File: src/sv/mfm_sector_stream_decoder_assert.svh
// Assertion macros for the MFM sector stream decoder.
`ifndef MFM_SECTOR_STREAM_DECODER_ASSERT_SVH
`define MFM_SECTOR_STREAM_DECODER_ASSERT_SVH

// Same-cycle implication, checked on every rising clk outside reset.
`define MFMD_ASSERT_NOW(label, ante, cons) \
	label: assert property (@(posedge clk) disable iff (!arst_n) (ante) |-> (cons)) \
		else $error("mfmd check failed");

// Next-cycle implication.
`define MFMD_ASSERT_NEXT(label, ante, cons) \
	label: assert property (@(posedge clk) disable iff (!arst_n) (ante) |=> (cons)) \
		else $error("mfmd check failed");

`endif

File: src/sv/mfmd_pkg.sv
// Types, constants and helpers shared by the MFM sector stream decoder.
package mfmd_pkg;

	localparam int DATA_LONGS = 128;
	localparam int IDX_W      = $clog2(DATA_LONGS);
	localparam int SKIP_LONGS = 12;
	localparam int INFO_W     = 24;

	localparam logic [31:0] SYNC_LONG = 32'h4489_4489;
	localparam logic [31:0] DATA_MASK = 32'h5555_5555;

	localparam int CMDQ_DEPTH = 4;
	localparam int CMDQ_PTR_W = $clog2(CMDQ_DEPTH);
	localparam int OUTQ_DEPTH = 4;
	localparam int OUTQ_PTR_W = $clog2(OUTQ_DEPTH);

	localparam int PADDR_W = 4;
	localparam logic [1:0] REG_FILTER_ENABLE = 2'd0;
	localparam logic [1:0] REG_WANTED_SECTOR = 2'd1;
	localparam logic [1:0] REG_MAX_SECTORS   = 2'd2;
	localparam logic [4:0] MAX_SECTORS_RESET = 5'd11;

	typedef struct packed {
		logic [31:0] mfm_word;
		logic        end_of_track;
	} item_t;

	typedef struct packed {
		logic [31:0] data_word;
		logic [6:0]  word_index;
		logic [7:0]  sector_number;
		logic [7:0]  track_number;
		logic [7:0]  format_byte;
		logic        last_of_sector;
		logic        status;
	} result_t;

	typedef struct packed {
		logic       filter_enable;
		logic [7:0] wanted_sector;
		logic [4:0] max_sectors;
	} cfg_t;

	typedef enum logic [1:0] {
		CMD_WRITE  = 2'd0,
		CMD_DATA   = 2'd1,
		CMD_STATUS = 2'd2
	} cmd_op_t;

	// info holds decoded header bits 31..8: format, track, sector
	typedef struct packed {
		cmd_op_t            op;
		logic [31:0]        word;
		logic [IDX_W-1:0]   idx;
		logic [INFO_W-1:0]  info;
		logic               last;
	} cmd_t;

	function automatic logic [31:0] join_odd_even(input logic [31:0] odd,
			input logic [31:0] even);
		return ((odd & DATA_MASK) << 1) | (even & DATA_MASK);
	endfunction

endpackage

File: src/sv/mfm_sector_stream_decoder.sv
// MFM sector stream decoder: one raw longword per item.
// Throughput: one item per cycle unless full; commands pass a 4-entry command queue.
// Path of a result: command queue write, then the odd store read stage, then a write
// into the 4-entry result queue; data and status commands wait while it has no room.
// Reset (arst_n low, asynchronous): hunting for sync, queues empty, registers to reset
// values; the 128-entry odd store is not cleared, every read follows a write.
module mfm_sector_stream_decoder
	import mfmd_pkg::*;
(
	input  logic               clk,
	input  logic               arst_n,
	input  logic               push,
	output logic               full,
	input  item_t              item,
	output logic               empty,
	input  logic               pop,
	output result_t            result,
	input  logic               psel,
	input  logic               penable,
	input  logic               pwrite,
	input  logic [PADDR_W-1:0] paddr,
	input  logic [31:0]        pwdata,
	output logic [31:0]        prdata,
	output logic               pready
);

	cfg_t cfg_q;
	logic accept;
	logic cmd_push;
	cmd_t cmd_in;
	cmd_t cmd_head;
	logic cmd_empty;
	logic cmd_pop;
	logic cfg_wr;

	assign pready = 1'b1;
	assign cfg_wr = psel && penable && pwrite;
	assign accept = push && !full;

	always_ff @(posedge clk or negedge arst_n) begin
		if (!arst_n) begin
			cfg_q.filter_enable <= 1'b0;
			cfg_q.wanted_sector <= '0;
			cfg_q.max_sectors   <= MAX_SECTORS_RESET;
		end else if (cfg_wr) begin
			case (paddr[3:2])
				REG_FILTER_ENABLE: cfg_q.filter_enable <= pwdata[0];
				REG_WANTED_SECTOR: cfg_q.wanted_sector <= pwdata[7:0];
				REG_MAX_SECTORS:   cfg_q.max_sectors   <= pwdata[4:0];
				default:           cfg_q               <= cfg_q;
			endcase
		end
	end

	always_comb begin
		case (paddr[3:2])
			REG_FILTER_ENABLE: prdata = {31'd0, cfg_q.filter_enable};
			REG_WANTED_SECTOR: prdata = {24'd0, cfg_q.wanted_sector};
			REG_MAX_SECTORS:   prdata = {27'd0, cfg_q.max_sectors};
			default:           prdata = '0;
		endcase
	end

	mfmd_front u_front (
		.clk      (clk),
		.arst_n   (arst_n),
		.accept   (accept),
		.item     (item),
		.cfg      (cfg_q),
		.cmd_push (cmd_push),
		.cmd      (cmd_in)
	);

	mfmd_cmd_queue u_cmdq (
		.clk      (clk),
		.arst_n   (arst_n),
		.push     (cmd_push),
		.push_cmd (cmd_in),
		.full     (full),
		.pop      (cmd_pop),
		.head     (cmd_head),
		.empty    (cmd_empty)
	);

	mfmd_back u_back (
		.clk       (clk),
		.arst_n    (arst_n),
		.cmd       (cmd_head),
		.cmd_empty (cmd_empty),
		.cmd_pop   (cmd_pop),
		.result    (result),
		.empty     (empty),
		.pop       (pop)
	);

endmodule

File: src/sv/mfmd_front.sv
// Front end: sync hunt, header decode and sector sequencing into commands.
module mfmd_front
	import mfmd_pkg::*;
(
	input  logic  clk,
	input  logic  arst_n,
	input  logic  accept,
	input  item_t item,
	input  cfg_t  cfg,
	output logic  cmd_push,
	output cmd_t  cmd
);

	typedef enum logic [6:0] {
		PH_HUNT     = 7'b0000001,
		PH_HDR_ODD  = 7'b0000010,
		PH_HDR_EVEN = 7'b0000100,
		PH_SKIP     = 7'b0001000,
		PH_DATA_ODD = 7'b0010000,
		PH_DATA_EVN = 7'b0100000,
		PH_DONE     = 7'b1000000
	} phase_t;

	phase_t            phase_q, phase_d;
	logic [IDX_W-1:0]  pos_q, pos_d;
	logic [4:0]        done_q, done_d;
	logic              sel_q, sel_d;
	logic [31:0]       hdr_odd_q, hdr_odd_d;
	logic [INFO_W-1:0] info_q, info_d;
	logic [31:0]       hdr_full;
	logic [4:0]        limit;
	logic [4:0]        done_inc;
	logic              eot;
	logic              pos_last;

	assign eot      = item.end_of_track;
	assign hdr_full = join_odd_even(hdr_odd_q, item.mfm_word);
	assign limit    = (cfg.max_sectors == 5'd0) ? 5'd1 : cfg.max_sectors;
	assign done_inc = done_q + 5'd1;
	assign pos_last = (pos_q == IDX_W'(DATA_LONGS - 1));

	always_comb begin
		phase_d   = phase_q;
		pos_d     = pos_q;
		done_d    = done_q;
		sel_d     = sel_q;
		hdr_odd_d = hdr_odd_q;
		info_d    = info_q;
		cmd_push  = 1'b0;
		cmd.op    = CMD_STATUS;
		cmd.word  = '0;
		cmd.idx   = '0;
		cmd.info  = info_q;
		cmd.last  = 1'b0;
		case (phase_q)
			PH_HUNT: begin
				if (!eot && item.mfm_word == SYNC_LONG)
					phase_d = PH_HDR_ODD;
			end
			PH_HDR_ODD: begin
				hdr_odd_d = item.mfm_word;
				if (eot) begin
					cmd_push = 1'b1;
					cmd.info = '0;
				end else begin
					phase_d = PH_HDR_EVEN;
				end
			end
			PH_HDR_EVEN: begin
				info_d   = hdr_full[31:8];
				sel_d    = !cfg.filter_enable || (hdr_full[15:8] == cfg.wanted_sector);
				pos_d    = '0;
				phase_d  = PH_SKIP;
				cmd.info = hdr_full[31:8];
				cmd_push = eot;
			end
			PH_SKIP: begin
				if (pos_q == IDX_W'(SKIP_LONGS - 1)) begin
					pos_d   = '0;
					phase_d = PH_DATA_ODD;
				end else begin
					pos_d = pos_q + 1'b1;
				end
				cmd_push = eot;
			end
			PH_DATA_ODD: begin
				// a track end abandons the sector, so its odd word need not be stored
				cmd_push = 1'b1;
				if (!eot) begin
					cmd.op   = CMD_WRITE;
					cmd.word = item.mfm_word;
					cmd.idx  = pos_q;
				end
				if (pos_last) begin
					pos_d   = '0;
					phase_d = PH_DATA_EVN;
				end else begin
					pos_d = pos_q + 1'b1;
				end
			end
			PH_DATA_EVN: begin
				if (pos_last) begin
					cmd_push = sel_q;
					cmd.op   = CMD_DATA;
					cmd.word = item.mfm_word;
					cmd.idx  = pos_q;
					cmd.last = 1'b1;
					done_d   = done_inc;
					pos_d    = '0;
					phase_d  = (done_inc >= limit) ? PH_DONE : PH_HUNT;
				end else if (eot) begin
					cmd_push = 1'b1;
				end else begin
					cmd_push = sel_q;
					cmd.op   = CMD_DATA;
					cmd.word = item.mfm_word;
					cmd.idx  = pos_q;
					pos_d    = pos_q + 1'b1;
				end
			end
			PH_DONE: begin
				phase_d = PH_DONE;
			end
			default: begin
				phase_d = PH_HUNT;
			end
		endcase
		if (eot) begin
			phase_d = PH_HUNT;
			pos_d   = '0;
			done_d  = '0;
		end
		cmd_push = cmd_push && accept;
	end

	always_ff @(posedge clk or negedge arst_n) begin
		if (!arst_n) begin
			phase_q   <= PH_HUNT;
			pos_q     <= '0;
			done_q    <= '0;
			sel_q     <= 1'b0;
			hdr_odd_q <= '0;
			info_q    <= '0;
		end else if (accept) begin
			phase_q   <= phase_d;
			pos_q     <= pos_d;
			done_q    <= done_d;
			sel_q     <= sel_d;
			hdr_odd_q <= hdr_odd_d;
			info_q    <= info_d;
		end
	end

endmodule

File: src/sv/mfmd_cmd_queue.sv
// Short command queue between the front end and the back end.
module mfmd_cmd_queue
	import mfmd_pkg::*;
(
	input  logic clk,
	input  logic arst_n,
	input  logic push,
	input  cmd_t push_cmd,
	output logic full,
	input  logic pop,
	output cmd_t head,
	output logic empty
);

	cmd_t                  slot_q [CMDQ_DEPTH];
	logic [CMDQ_PTR_W-1:0] wr_q, rd_q;
	logic [CMDQ_PTR_W:0]   cnt_q;

	assign full  = (cnt_q == (CMDQ_PTR_W+1)'(CMDQ_DEPTH));
	assign empty = (cnt_q == '0);
	assign head  = slot_q[rd_q];

	always_ff @(posedge clk) begin
		if (push)
			slot_q[wr_q] <= push_cmd;
	end

	always_ff @(posedge clk or negedge arst_n) begin
		if (!arst_n) begin
			wr_q  <= '0;
			rd_q  <= '0;
			cnt_q <= '0;
		end else begin
			if (push)
				wr_q <= wr_q + 1'b1;
			if (pop)
				rd_q <= rd_q + 1'b1;
			case ({push, pop})
				2'b10:   cnt_q <= cnt_q + 1'b1;
				2'b01:   cnt_q <= cnt_q - 1'b1;
				default: cnt_q <= cnt_q;
			endcase
		end
	end

endmodule

File: src/sv/mfmd_back.sv
// Back end: odd data store, odd/even join and the result queue.
module mfmd_back
	import mfmd_pkg::*;
(
	input  logic    clk,
	input  logic    arst_n,
	input  cmd_t    cmd,
	input  logic    cmd_empty,
	output logic    cmd_pop,
	output result_t result,
	output logic    empty,
	input  logic    pop
);

	`include "mfm_sector_stream_decoder_assert.svh"

	logic [31:0]           odd_mem [DATA_LONGS];
	logic [31:0]           odd_s1;
	logic                  valid_s1;
	cmd_op_t               op_s1;
	logic [31:0]           word_s1;
	logic [IDX_W-1:0]      idx_s1;
	logic [INFO_W-1:0]     info_s1;
	logic                  last_s1;

	result_t               outq_q [OUTQ_DEPTH];
	logic [OUTQ_PTR_W-1:0] owr_q, ord_q;
	logic [OUTQ_PTR_W:0]   ocnt_q;
	logic [OUTQ_PTR_W:0]   committed;
	logic                  room;
	logic                  is_write;
	logic                  out_pop;
	result_t               res_s1;

	// results in flight count against the queue before a command is taken
	assign committed = ocnt_q + (OUTQ_PTR_W+1)'(valid_s1);
	assign room      = (committed < (OUTQ_PTR_W+1)'(OUTQ_DEPTH));
	assign is_write  = (cmd.op == CMD_WRITE);
	assign cmd_pop   = !cmd_empty && (is_write || room);
	assign out_pop   = pop && !empty;
	assign empty     = (ocnt_q == '0);
	assign result    = outq_q[ord_q];

	always_ff @(posedge clk) begin
		if (cmd_pop && is_write)
			odd_mem[cmd.idx] <= cmd.word;
		if (cmd_pop && cmd.op == CMD_DATA)
			odd_s1 <= odd_mem[cmd.idx];
		if (cmd_pop) begin
			op_s1   <= cmd.op;
			word_s1 <= cmd.word;
			idx_s1  <= cmd.idx;
			info_s1 <= cmd.info;
			last_s1 <= cmd.last;
		end
	end

	always_ff @(posedge clk or negedge arst_n) begin
		if (!arst_n)
			valid_s1 <= 1'b0;
		else
			valid_s1 <= cmd_pop && !is_write;
	end

	always_comb begin
		res_s1.data_word      = (op_s1 == CMD_DATA) ? join_odd_even(odd_s1, word_s1) : '0;
		res_s1.word_index     = 7'(idx_s1);
		res_s1.sector_number  = info_s1[7:0];
		res_s1.track_number   = info_s1[15:8];
		res_s1.format_byte    = info_s1[23:16];
		res_s1.last_of_sector = last_s1;
		res_s1.status         = (op_s1 == CMD_STATUS);
	end

	always_ff @(posedge clk) begin
		if (valid_s1)
			outq_q[owr_q] <= res_s1;
	end

	always_ff @(posedge clk or negedge arst_n) begin
		if (!arst_n) begin
			owr_q  <= '0;
			ord_q  <= '0;
			ocnt_q <= '0;
		end else begin
			if (valid_s1)
				owr_q <= owr_q + 1'b1;
			if (out_pop)
				ord_q <= ord_q + 1'b1;
			case ({valid_s1, out_pop})
				2'b10:   ocnt_q <= ocnt_q + 1'b1;
				2'b01:   ocnt_q <= ocnt_q - 1'b1;
				default: ocnt_q <= ocnt_q;
			endcase
		end
	end

	`MFMD_ASSERT_NOW(a_outq_no_overflow, valid_s1 && !out_pop,
		ocnt_q < (OUTQ_PTR_W+1)'(OUTQ_DEPTH))
	`MFMD_ASSERT_NEXT(a_emit_reaches_s1, cmd_pop && !is_write, valid_s1)
	`MFMD_ASSERT_NOW(a_credit_bound, 1'b1, committed <= (OUTQ_PTR_W+1)'(OUTQ_DEPTH))

endmodule
File: config.mk
export PLATFORM = sky130hd
export DESIGN_NAME = mfm_sector_stream_decoder
export DESIGN_NICKNAME = d
export VERILOG_FILES = /design/src/sv/mfmd_pkg.sv /design/src/sv/mfm_sector_stream_decoder.sv /design/src/sv/mfmd_front.sv /design/src/sv/mfmd_cmd_queue.sv /design/src/sv/mfmd_back.sv
export VERILOG_INCLUDE_DIRS = /design/src /design/src/sv
export SDC_FILE = /design/constraint.sdc
export NUM_CORES = 2
export LEC_CHECK = 0
export BUFFER_PORTS_ARGS = -buffer_cell sky130_fd_sc_hd__buf_4
export CAP_MARGIN = 20
export CORE_UTILIZATION = 55
export DETAILED_ROUTE_END_ITERATION = 6
export MAX_ROUTING_LAYER = met4
export PLACE_DENSITY = 0.72
export SLEW_MARGIN = 10
export SYNTH_ARGS = -nofsm -noshare
export SYNTH_HDL_FRONTEND = slang
export SYNTH_MEMORY_MAX_BITS = 65536
export SYNTH_SLANG_ARGS = --single-unit
export TNS_END_PERCENT = 5
File: constraint.sdc
create_clock -name clk -period 4.8 [get_ports clk]
set_clock_uncertainty 0.2 [all_clocks]
set_input_delay 0.48 -clock clk [delete_from_list [all_inputs] [get_ports clk]]
set_output_delay 0.48 -clock clk [all_outputs]
set_load 0.02 [all_outputs]
==> key figures <==
Drt
  – Routed Antenna Nets: 0
  – 1st-iter DRT viols: 8072
  – Vias per cell: 6.24
  – DR DRC count: 17
  – Routed vias: 62300
  – Routed len/inst: 26.1 um
  – WL final: 261 mm
  – DR pass1 iterations: 7

Hold path
  – Hold depth: 5
  – Hold Crit Class: in -> reg

Cells and area
  – Nets: 7380
  – Reg area: 79400 um^2
  – Post-layout util: 62.8%
  – Fill cells: 13000
  – Multi-input logic area: 22600 um^2
  – P&R area growth vs syn: 13.2%
  – Layout cells sized above 1: 13.7%

Power
  – Max IR drop VDD: 0.000423 V
  – Leakage power: 40.2 nW
  – Power density over the cells: 530 nW/um^2

Yosys
  – List of most frequent post-synthesis cells: 2574 x edfxtp_1, 1582 x nand2_1, 517 x nand3_1, 270 x nor2b_1, 258 x a31oi_1
  – Async SR Flop Fraction: 3.20%
  – Post-Syn Area: 104000 um^2
  – Post-synthesis xor/xnor area fraction: 0.210%
  – Flop and latch count out of synthesis: 2659
  – Post-synth EDFFs: 2574
  – Top cells by area, synth: edfxtp_1 74%, nand2_1 5.7%, nand3_1 2.5%, mux4_2 2.4%, dfrtp_1 1.9%
  – Synth warnings: 0
  – Syn Area/Cell: 15.0 um^2
  – Yosys cell types: 66
  – Syn Inst Count: 6970
  – Most frequent cell after synthesis: edfxtp_1
  – Cell taking the most area after synthesis: edfxtp_1
  – Fraction of the mapped netlist area in compound gates: 6.64%
  – Largest family of logic cells by synthesized area: simple AND/OR/NAND/NOR gates
  – Simple-gate share of the synthesized area: 11.3%
  – Synth Area in Adders: 0.242%
  – Yosys top cell area share: 74.1%
  – Post-synthesis sequential area ratio: 76.2%
  – Synth Flop Type: edfxtp_1
  – Mux cell area share after synthesis: 3.12%

Timing
  – Tcrit/Tclk final: 97.0%
  – RSZ-0062 raised after global routing: no
  – Setup total negative slack: 0 ns
  – Fin crit period: 4.66 ns
  – Pins Over Slew Limit: 0
  – Final setup violation count: 0
  – Max Clk Rate: 0.215 GHz
  – Worst slew pin tran: 1.18 ns
  – Final hold vios: 0
  – Max transition margin: 21.2%

Die
  – Die Wd: 437 um
  – Total die area: 191000 um^2
  – Core box area: 188000 um^2
  – Io pins: 176
  – Rows: 159
  – Die Y-Extent: 437 um
  – Initial core utilization: 55.4%

Outcome
  – Status: finished with violations
  – Failing checks: design-rule violations

Worst setup path
  – Setup crit end kind: register
  – Arr. time, crit path: 5.11 ns
  – R2R depth: 9
  – Crit Path Class: reg -> reg
  – WP data required: 5.25 ns
  – Worst Setup Start Kind: register
  – Largest fanout on the critical path: 97

Run
  – Max Cap Viol: 0

GRT
  – First-pass GRT wire length: 381 mm
  – Vias in the first global route: 59700
  – Total track usage: 27.7%
  – Initial antenna violation count: 8
  – Grt total ovfl: 0
  – Largest net degree at the start of global routing: 108

Clock network
  – CTS H-tree depth: 5
  – TritonCTS clock tree: done
  – Clk sink count: 2659
  – Root Driver: clkbuf_16
  – Longest Clk Path Bufs: 4
  – Num CTS Buffers: 278
  – Post-cts gate resize count: 0
  – Worst-Skew Late Latency: 0.91 ns
  – Worst-path clk slew: 0.06 ns

Placement
  – DP Wirelength: 150 mm
  – Placer Congestion: 0.911
  – Port bufs: 124
layer usage:
| layer | part of all wire (%) | vias to the layer above | GRT usage (%) |
|---|---|---|---|
| li1 | - | 27100 | - |
| met1 | 38 | 31100 | 36.4 |
| met2 | 48 | 3400 | 42.5 |
| met3 | 9.8 | 608 | 5.29 |
| met4 | 4.4 | 0 | 11.8 |
| met5 | 0 | - | - |
where the power goes:
group | internal [mW] | switching (mW) | leakage, nW
combinational | 4.75 | 10.0 | 10.9
sequential | 27.2 | 0.719 | 25.2
clock | 11.4 | 8.43 | 4.05
per-stage QoR:
stage | instances | hold slack [ns] | total power [mW] | instance area (um^2) | setup WS (ns)
floorplan | 6993 | -0.0156 | 37.5 | 104000 | 0.831
global placement | 9458 | 0.269 | 42.6 | 109000 | 0.311
detailed placement | 9459 | 0.278 | 43.0 | 109000 | 0.213
CTS | 9967 | 0.0175 | 62.7 | 118000 | 0.141
global route | 9972 | 0.0889 | 64.7 | 118000 | 0.0376
finish | 9977 | 0.0876 | 62.6 | 118000 | 0.144
sequential cells by signal (all words and copies together) (netlist names), 12 cells and up:
name / cells
u_back.info_s1: 24
u_front.info_q: 24
u_back.outq_q: 260
u_back.word_s1: 16
u_back.odd_s1: 16
u_back.odd_mem: 2048
cfg_q: 14
u_cmdq.slot_q: 200
u_front.hdr_odd_q: 12
cell families after synthesis:
kind of cell	after synthesis
AND/OR/NAND/NOR	2665
flip-flops	2659
AO/OA/AOI/OAI	914
buffers and inverters	509
multiplexers	177
XOR/XNOR	25
adder cells (fa/ha/maj)	19
other	2
path summary, 6_finish.rpt:
check	startpoint	end	slack (ns)
max reg2reg	u_cmdq.rd_q[1]$_DFFE_PN0P_	u_back.odd_s1[10]$_DFFE_PP_	0.14
max in group asynchronous	arst_n	u_back.ord_q[0]$_DFFE_PN0P_	3.43
min	pwrite	cfg_q[4]$_DFFE_PN0P_	0.09
min in group asynchronous	arst_n	cfg_q[0]$_DFFE_PN1P_	0.49
max	u_cmdq.rd_q[1]$_DFFE_PN0P_	u_back.odd_s1[10]$_DFFE_PP_	0.14
min reg2reg	cfg_q[13]$_DFFE_PN0P_	u_front.sel_q$_DFFE_PN0P_	0.29
timing repair:
action | 4_1_cts | 5_1_grt
hold buffers | 40 | 0
endpoints found under the setup margin | 0 | 0
endpoints found under the hold margin | 233 | 0
setup buffers | 0 | 0
placed cells by master, fill, tap and decap left out, drive strengths merged, types with 21 or more instances in the layout:
| cell type | n |
|---|---|
| nand2 | 1583 |
| a31oi | 258 |
| inv | 27 |
| a32oi | 192 |
| and2 | 53 |
| a22o | 29 |
| a311oi | 65 |
| nand3 | 517 |
| mux4 | 113 |
| dfrtp | 81 |
| nor2b | 273 |
| and3 | 26 |
| a41oi | 63 |
| buf | 460 |
| a211oi | 255 |
| dlygate4sd3 | 39 |
| mux2 | 55 |
| nor2 | 152 |
| edfxtp | 2574 |
| clkbuf | 357 |
| clkinv | 94 |
| o21ai | 21 |
| conb | 25 |
layout make-up:
type / count / share of cell area, %
clock buffers: 357 / 6.33
well taps: 2495 / 2.65
repair buffers: 499 / 3.75
inverters: 22 / 0.0986
multi-input cells: 3825 / 19.2
clock inverters: 111 / 0.652
diodes: 9 / 0.0191
flip-flops and latches: 2659 / 67.3
worst max-delay path: stages, from the launching register on:
cell and delay, ns:
dfrtp_2 0.59, mux2i_1 0.32, mux2_8 0.47, clkinv_16 0.36, buf_12 0.36, a211oi_1 0.31, a31oi_1 0.10, a32oi_1 0.36
a41oi_1 0.53, or4_1 0.66
Note: power is estimated with default switching activity, not from simulation.
